### config.mk
export PLATFORM = sky130hd
export DESIGN_NAME = float_to_micrometre_quantizer
export DESIGN_NICKNAME = d
export VERILOG_FILES = /design/src/rtl/f2um_pkg.sv /design/src/rtl/f2um_decode.sv /design/src/rtl/f2um_shift.sv /design/src/rtl/f2um_round.sv /design/src/rtl/float_to_micrometre_quantizer.sv
export SDC_FILE = /design/constraint.sdc
export NUM_CORES = 1
export LEC_CHECK = 0
export ABC_AREA = 1
export BUFFER_PORTS_ARGS = -buffer_cell sky130_fd_sc_hd__buf_2
export CORE_UTILIZATION = 60
export CTS_CLUSTER_SIZE = 28
export DETAILED_ROUTE_END_ITERATION = 7
export PLACE_DENSITY = 0.83
export SLEW_MARGIN = 10
export SYNTH_ARGS = -nofsm -noshare
export SYNTH_HDL_FRONTEND = slang
export SYNTH_HIERARCHICAL = 1
export SYNTH_SLANG_ARGS = --single-unit
export TNS_END_PERCENT = 10
### constraint.sdc
create_clock -name clk_i -period 7.7 [get_ports clk_i]
set_clock_uncertainty 0.2 [all_clocks]
set_input_delay 1.54 -clock clk_i [delete_from_list [all_inputs] [get_ports clk_i]]
set_output_delay 1.54 -clock clk_i [all_outputs]
set_load 0.005 [all_outputs]
### src/rtl/f2um_pkg.sv
package f2um_pkg;

  localparam int unsigned FloatW = 64;
  localparam int unsigned FracW  = 52;
  localparam int unsigned ExpW   = 11;
  localparam int unsigned SigW   = FracW + 1;
  localparam int unsigned ScaleW = 20;
  localparam int unsigned ProdW  = SigW + ScaleW;
  localparam int unsigned ShamtW = 7;
  localparam int unsigned ValueW = 64;

  localparam logic [ScaleW-1:0] Scale       = ScaleW'(1000000);
  localparam logic [ExpW-1:0]   ExpAllOnes  = {ExpW{1'b1}};
  // Raw exponent at which the binary exponent of the integer significand is zero.
  localparam logic [ExpW-1:0]   ExpUnity    = ExpW'(1075);
  localparam logic [ExpW-1:0]   SubnormShr  = ExpW'(1074);
  // Any right shift of at least this amount leaves nothing, round bit included.
  localparam logic [ExpW-1:0]   ShrLimit    = ExpW'(75);

  typedef enum logic [1:0] {
    ST_OK        = 2'd0,
    ST_NONFINITE = 2'd1,
    ST_RANGE     = 2'd2
  } status_e;

  typedef struct packed {
    logic             neg;
    status_e          status;
    logic [ShamtW-1:0] shamt;
    logic [ProdW-1:0] prod;
  } dec_t;

  typedef struct packed {
    logic             neg;
    status_e          status;
    logic             inc;
    logic [ProdW-1:0] quot;
  } shr_t;

endpackage

### src/rtl/f2um_decode.sv
module f2um_decode (
  input  logic                          clk_i,
  input  logic                          rst_ni,
  input  logic                          valid_i,
  output logic                          ready_o,
  input  logic [f2um_pkg::FloatW-1:0]   float_bits_i,
  output logic                          valid_o,
  input  logic                          ready_i,
  output f2um_pkg::dec_t                data_o
);

  logic                         valid_q;
  f2um_pkg::dec_t               data_q;
  f2um_pkg::dec_t               data_d;
  logic [f2um_pkg::ExpW-1:0]    raw_exp;
  logic [f2um_pkg::FracW-1:0]   frac;
  logic [f2um_pkg::SigW-1:0]    sig;
  logic [f2um_pkg::ExpW-1:0]    shr;

  assign raw_exp = float_bits_i[f2um_pkg::FracW +: f2um_pkg::ExpW];
  assign frac    = float_bits_i[f2um_pkg::FracW-1:0];

  always_comb begin
    sig = {(raw_exp != '0), frac};
    if (raw_exp == '0) begin
      shr = f2um_pkg::SubnormShr;
    end else begin
      shr = f2um_pkg::ExpUnity - raw_exp;
    end
    data_d.neg  = float_bits_i[f2um_pkg::FloatW-1];
    data_d.prod = f2um_pkg::ProdW'({{f2um_pkg::ScaleW{1'b0}}, sig} *
                                   {{f2um_pkg::SigW{1'b0}}, f2um_pkg::Scale});
    if (shr > f2um_pkg::ShrLimit) begin
      data_d.shamt = f2um_pkg::ShamtW'(f2um_pkg::ShrLimit);
    end else begin
      data_d.shamt = shr[f2um_pkg::ShamtW-1:0];
    end
    // A normal value with a non-negative binary exponent is at least 2^71 after
    // scaling, so every left shift is out of range.
    if (raw_exp == f2um_pkg::ExpAllOnes) begin
      data_d.status = f2um_pkg::ST_NONFINITE;
    end else if (raw_exp >= f2um_pkg::ExpUnity) begin
      data_d.status = f2um_pkg::ST_RANGE;
    end else begin
      data_d.status = f2um_pkg::ST_OK;
    end
  end

  assign ready_o = !valid_q || ready_i;

  always_ff @(posedge clk_i or negedge rst_ni) begin
    if (!rst_ni) begin
      valid_q <= 1'b0;
    end else if (ready_o) begin
      valid_q <= valid_i;
    end
  end

  always_ff @(posedge clk_i) begin
    if (ready_o && valid_i) begin
      data_q <= data_d;
    end
  end

  assign valid_o = valid_q;
  assign data_o  = data_q;

endmodule

### src/rtl/f2um_shift.sv
module f2um_shift (
  input  logic             clk_i,
  input  logic             rst_ni,
  input  logic             valid_i,
  output logic             ready_o,
  input  f2um_pkg::dec_t   data_i,
  output logic             valid_o,
  input  logic             ready_i,
  output f2um_pkg::shr_t   data_o
);

  logic                          valid_q;
  f2um_pkg::shr_t                data_q;
  f2um_pkg::shr_t                data_d;
  logic [f2um_pkg::ShamtW-1:0]   sm1;
  logic [f2um_pkg::ProdW-1:0]    below;
  logic [f2um_pkg::ProdW-1:0]    mask;
  logic                          round_bit;
  logic                          sticky;

  always_comb begin
    // Only out-of-range inputs shift by zero; else the round bit exists.
    sm1        = data_i.shamt - f2um_pkg::ShamtW'(1);
    below      = data_i.prod >> sm1;
    round_bit  = below[0];
    mask       = ~({f2um_pkg::ProdW{1'b1}} << sm1);
    sticky     = |(data_i.prod & mask);
    data_d.quot   = data_i.prod >> data_i.shamt;
    data_d.inc    = round_bit && (sticky || data_d.quot[0]);
    data_d.neg    = data_i.neg;
    data_d.status = data_i.status;
  end

  assign ready_o = !valid_q || ready_i;

  always_ff @(posedge clk_i or negedge rst_ni) begin
    if (!rst_ni) begin
      valid_q <= 1'b0;
    end else if (ready_o) begin
      valid_q <= valid_i;
    end
  end

  always_ff @(posedge clk_i) begin
    if (ready_o && valid_i) begin
      data_q <= data_d;
    end
  end

  assign valid_o = valid_q;
  assign data_o  = data_q;

endmodule

### src/rtl/f2um_round.sv
module f2um_round (
  input  logic                          clk_i,
  input  logic                          rst_ni,
  input  logic                          valid_i,
  output logic                          ready_o,
  input  f2um_pkg::shr_t                data_i,
  output logic                          valid_o,
  input  logic                          ready_i,
  output logic [f2um_pkg::ValueW-1:0]   value_o,
  output f2um_pkg::status_e             status_o
);

  localparam logic [f2um_pkg::ProdW-1:0] MinMag =
    f2um_pkg::ProdW'(1) << (f2um_pkg::ValueW - 1);

  logic                          valid_q;
  logic [f2um_pkg::ValueW-1:0]   value_q;
  logic [f2um_pkg::ValueW-1:0]   value_d;
  f2um_pkg::status_e             status_q;
  f2um_pkg::status_e             status_d;
  logic [f2um_pkg::ProdW-1:0]    mag;

  always_comb begin
    mag      = data_i.quot + f2um_pkg::ProdW'(data_i.inc);
    value_d  = '0;
    status_d = data_i.status;
    if (data_i.status == f2um_pkg::ST_OK) begin
      // A magnitude of exactly 2^63 fits only as the most negative value.
      if (mag > MinMag || (mag == MinMag && !data_i.neg)) begin
        status_d = f2um_pkg::ST_RANGE;
      end else if (data_i.neg) begin
        value_d = '0 - mag[f2um_pkg::ValueW-1:0];
      end else begin
        value_d = mag[f2um_pkg::ValueW-1:0];
      end
    end
  end

  assign ready_o = !valid_q || ready_i;

  always_ff @(posedge clk_i or negedge rst_ni) begin
    if (!rst_ni) begin
      valid_q <= 1'b0;
    end else if (ready_o) begin
      valid_q <= valid_i;
    end
  end

  always_ff @(posedge clk_i) begin
    if (ready_o && valid_i) begin
      value_q  <= value_d;
      status_q <= status_d;
    end
  end

  assign valid_o  = valid_q;
  assign value_o  = value_q;
  assign status_o = status_q;

endmodule

### src/rtl/float_to_micrometre_quantizer.sv
// Converts the raw bits of a binary64 value into that value times one million,
// rounded to nearest with ties to even, as a signed 64-bit integer. One request
// is taken per clock unless back-pressure from a held result reaches the input.
// Each result passes the decode, shift and round registers in turn. The
// three register stages are decode with the 53 by 20 bit scaling multiply, the
// rounding right shift, and the final increment with range check and negation,
// the last stage being the output register. Back-pressure stalls the stages
// behind a held result only, so bubbles are squeezed out. Status in tuser is 0
// for a good result, 1 for NaN or infinity and 2 for a result outside the signed
// 64-bit range; the value is 0 whenever the status is not 0.
module float_to_micrometre_quantizer (
  input  logic        clk_i,
  input  logic        rst_ni,
  input  logic        s_axis_tvalid_i,
  output logic        s_axis_tready_o,
  input  logic [63:0] s_axis_tdata_i,   // [63:0] float_bits
  output logic        m_axis_tvalid_o,
  input  logic        m_axis_tready_i,
  output logic [63:0] m_axis_tdata_o,   // [63:0] scaled_value
  output logic [1:0]  m_axis_tuser_o    // [1:0] status
);

  logic               dec_valid;
  logic               dec_ready;
  f2um_pkg::dec_t     dec_data;
  logic               shr_valid;
  logic               shr_ready;
  f2um_pkg::shr_t     shr_data;
  f2um_pkg::status_e  status;

  f2um_decode u_decode (
    .clk_i        (clk_i),
    .rst_ni       (rst_ni),
    .valid_i      (s_axis_tvalid_i),
    .ready_o      (s_axis_tready_o),
    .float_bits_i (s_axis_tdata_i),
    .valid_o      (dec_valid),
    .ready_i      (dec_ready),
    .data_o       (dec_data)
  );

  f2um_shift u_shift (
    .clk_i   (clk_i),
    .rst_ni  (rst_ni),
    .valid_i (dec_valid),
    .ready_o (dec_ready),
    .data_i  (dec_data),
    .valid_o (shr_valid),
    .ready_i (shr_ready),
    .data_o  (shr_data)
  );

  f2um_round u_round (
    .clk_i    (clk_i),
    .rst_ni   (rst_ni),
    .valid_i  (shr_valid),
    .ready_o  (shr_ready),
    .data_i   (shr_data),
    .valid_o  (m_axis_tvalid_o),
    .ready_i  (m_axis_tready_i),
    .value_o  (m_axis_tdata_o),
    .status_o (status)
  );

  assign m_axis_tuser_o = status;

  // An error result always carries a zero value.
  assert property (@(posedge clk_i) disable iff (!rst_ni)
    (m_axis_tvalid_o && status != f2um_pkg::ST_OK) |-> (m_axis_tdata_o == '0))
    else $error("error result with non-zero value");

  // An empty output register means no stage can be stalled.
  assert property (@(posedge clk_i) disable iff (!rst_ni)
    !m_axis_tvalid_o |-> s_axis_tready_o)
    else $error("input stalled while output register empty");

  // A result that is taken while nothing is stalled frees room at the input.
  assert property (@(posedge clk_i) disable iff (!rst_ni)
    m_axis_tready_i |-> s_axis_tready_o)
    else $error("input stalled while output drains");

endmodule

==> metrics <==
ratio of cells with drive above 1 in the final layout=7.44%; vertical die dimension=236 um; Gates resized, CTS repair=0; average footprint of a synthesized cell=6.72 um^2; width of the die=236 um; vias per std cell=5.61; type of the worst setup path=input port to flop; number of endpoints with negative hold slack in the final report=0; netlist area before placement=0.0329 mm^2; worst-path fanout max=4; critical path's most frequent cell=nand2_1; root buffer selected by CTS=clkbuf_16; power per cell area=489 mW/mm^2; CTS clock-pin slew for the worst setup and hold paths=0.06 ns; dpl hpwl=94200 um; initial standard-cell utilization of the core=61.0%; sequential standard cell area=0.00668 mm^2; area delta synth->final=5.69%; largest buffer count on any clock path=3; proportion of synthesized flip-flops having asynchronous set or reset=1.35%; post-CTS setup buffer count=0; Max Slew Vio Count=0; number of clock buffers inserted by TritonCTS=24; count of maximum capacitance violations=0; final setup violation count=0; insertion delay to the later sink of the worst-skew pair=0.57 ns; initial antenna violation count=1; first-pass GRT wire length=171000 um; area occupied by multi-input gates=0.0222 mm^2; number of levels the H-tree was split into=1; vias in the first global route=30800; pre-CTS setup slack=0.396 ns; number of distinct library cells after synthesis=59; Crit-path slowest cell=fa_1; overall routing resource usage=40.1%; Worst EP required=7.82 ns; warnings from Yosys=6; via total after detailed routing=31900; net count reported at finish=5508; area of the core=0.0540 mm^2; ordered list of cells on the worst path=buf_2 > inv_1 > fa_1 > inv_1 > fa_1 > fa_1 > fa_1 > ha_1 > inv_1 > fa_1 > inv_1 > ha_1 > nand2_1 > inv_1 > nand2_1 > nand2_1 > a21oi_1 > nand3_1 > nand2_1 > nand3_1 > nand2_1 > nand2_1; result of the run=completed; number of core rows=85; fill cell count=4919; ys flop type=edfxtp_1; CTS tree=built; class of the tightest hold or removal check=flop to flop; ANT nets after route=0; final WL=112000 um; cell type group with the largest total delay on the critical path=adder cells; CTS sink cnt=223; DIE AREA=0.0559 mm^2; time the worst path needs with I/O delays and setup=6.79 ns; Worst EP arrival=6.91 ns; maximum vdd ir drop=0.000408 V; number of buffers added on ports=135; aggregate negative setup slack=0 ns; delay contributed by the slowest stage of the critical path=0.62 ns; TritonRoute pass-1 iters=6; RSZ-0062 raised after global routing=false; element type at the critical path end=flop; detailed router's first-iteration violation count=2639; worst rel slew slack=30.7%; total congestion overflow after global routing=0; flops & latches, synth=223; hold bufs inserted after CTS=0; final weighted congestion in routability-driven placement=1.06; actual slew at the worst max-slew pin=1.04 ns; Syn Inst Count=4906; maximum frequency from static timing analysis=147 MHz; count of flip-flops with a built-in enable after synthesis=220; # DRC=0; sequential cell area fraction in the yosys report=20.3%; pin count of the biggest net entering global routing=97; Setup crit start kind=input port; total I/O pin count=136; LEAKAGE=18.1 nW; Final period util=88.2%; post-layout worst setup margin=0.907 ns; number of buffers and inverters on the critical path=6; detailed-route wire length per cell=19.7 um
## layer usage
layer  GRT usage [%]  up-vias  share of wire [%]
li1                -    15400                  -
met1            42.6    14600                 35
met2            71.5     1411                 49
met3            4.83      422                5.9
met4            32.7        0                9.5
met5               0        -                  0
## registers in the layout, indices dropped and copies added (netlist names)
register	cells
u_round/value_o	64
u_round/valid_o	1
u_shift/data_o	77
u_decode/valid_o	1
u_decode/data_o	77
u_shift/valid_o	1
u_round/status_o	2
## placed cells by master, fill, tap and decap left out, types with 20 or more instances in the layout
cell type / Yosys / final
nand2_2: 30 / 30
nand4_1: 57 / 57
nor2_2: 78 / 79
buf_4: 18 / 20
o21ai_1: 24 / 24
o21ai_0: 205 / 205
nor2_1: 444 / 443
a21oi_1: 82 / 79
nor3_1: 30 / 30
xor2_1: 68 / 68
nand2_1: 1621 / 1621
inv_1: 903 / 901
edfxtp_1: 220 / 220
ha_1: 229 / 229
clkbuf_16: 0 / 24
buf_2: 42 / 135
fa_1: 240 / 240
nand3_1: 332 / 332
## through the flow
| stage | hold slack [ns] | utilization [%] | total power (W) | std cells | area [um^2] |
|---|---|---|---|---|---|
| global placement | 0.205 | 63.0 | 0.0152 | 5641 | 34000 |
| finish | 0.214 | 64.5 | 0.0170 | 5686 | 34800 |
| CTS | 0.217 | 64.4 | 0.0167 | 5685 | 34800 |
| global route | 0.223 | 64.4 | 0.0186 | 5685 | 34800 |
| floorplan | 0.200 | - | 0.0115 | 4911 | 33000 |
| detailed placement | 0.215 | 63.0 | 0.0155 | 5641 | 34000 |
## cell usage after synthesis (all sizes together) (29+ instances only)
| library cell | n | share of area (%) |
|---|---|---|
| clkbuf | 29 | 0.33 |
| ha | 229 | 8.7 |
| a21oi | 83 | 1.3 |
| o21ai | 231 | 3.5 |
| nand3 | 342 | 5.3 |
| inv | 915 | 10 |
| nor3 | 33 | 0.55 |
| nand4 | 58 | 1.1 |
| nor2 | 542 | 7.3 |
| buf | 92 | 1.7 |
| xor2 | 69 | 1.9 |
| edfxtp | 220 | 20 |
| fa | 240 | 15 |
| nand2 | 1656 | 19 |
## power by group
part           total (W)  switching, W  internal, W  leakage [nW]
Sequential       0.00234      0.000298      0.00204          2.21
Combinational     0.0135       0.00920      0.00430          15.5
Clock            0.00118      0.000525     0.000651         0.389
Total             0.0170        0.0100      0.00700          18.1
## area by class of cell
type                       count  share of cell area, %
antenna                        1                0.00719
clock buffer                  25                   1.74
clock inverter                19                  0.561
inverter                     918                   9.91
multi-input combinational   3649                   63.7
sequential                   223                   19.2
tap                          696                   2.50
timing repair buffer         155                   2.37
## logic make-up after synthesis
| family | after synthesis | synth area share, % |
|---|---|---|
| buffers and inverters | 1039 | 12.5 |
| AND/OR/NAND/NOR | 2676 | 34.5 |
| adder cells (fa/ha/maj) | 469 | 23.3 |
| multiplexers | 15 | 0.456 |
| other | 1 | 0.0114 |
| XOR/XNOR | 88 | 2.36 |
| AO/OA/AOI/OAI | 395 | 6.61 |
| flip-flops | 223 | 20.3 |
## worst paths after layout
| path | start | to | slack [ns] | depth (start not counted) |
|---|---|---|---|---|
| setup / recovery | s_axis_tdata_i[12] | u_decode/data_o[49] | 0.91 | 22 |
| hold reg to reg | u_decode/data_o[80] | u_shift/data_o[74] | 0.21 | 0 |
| min in group asynchronous | rst_ni | u_shift/valid_o | 0.55 | 1 |
| hold / removal | u_decode/data_o[80] | u_shift/data_o[74] | 0.21 | 0 |
| setup reg to reg | u_decode/data_o[73] | u_shift/data_o[73] | 2.60 | 15 |
| max in group asynchronous | rst_ni | u_decode/valid_o | 6.63 | 1 |
Power figures use the tool's default switching activity.
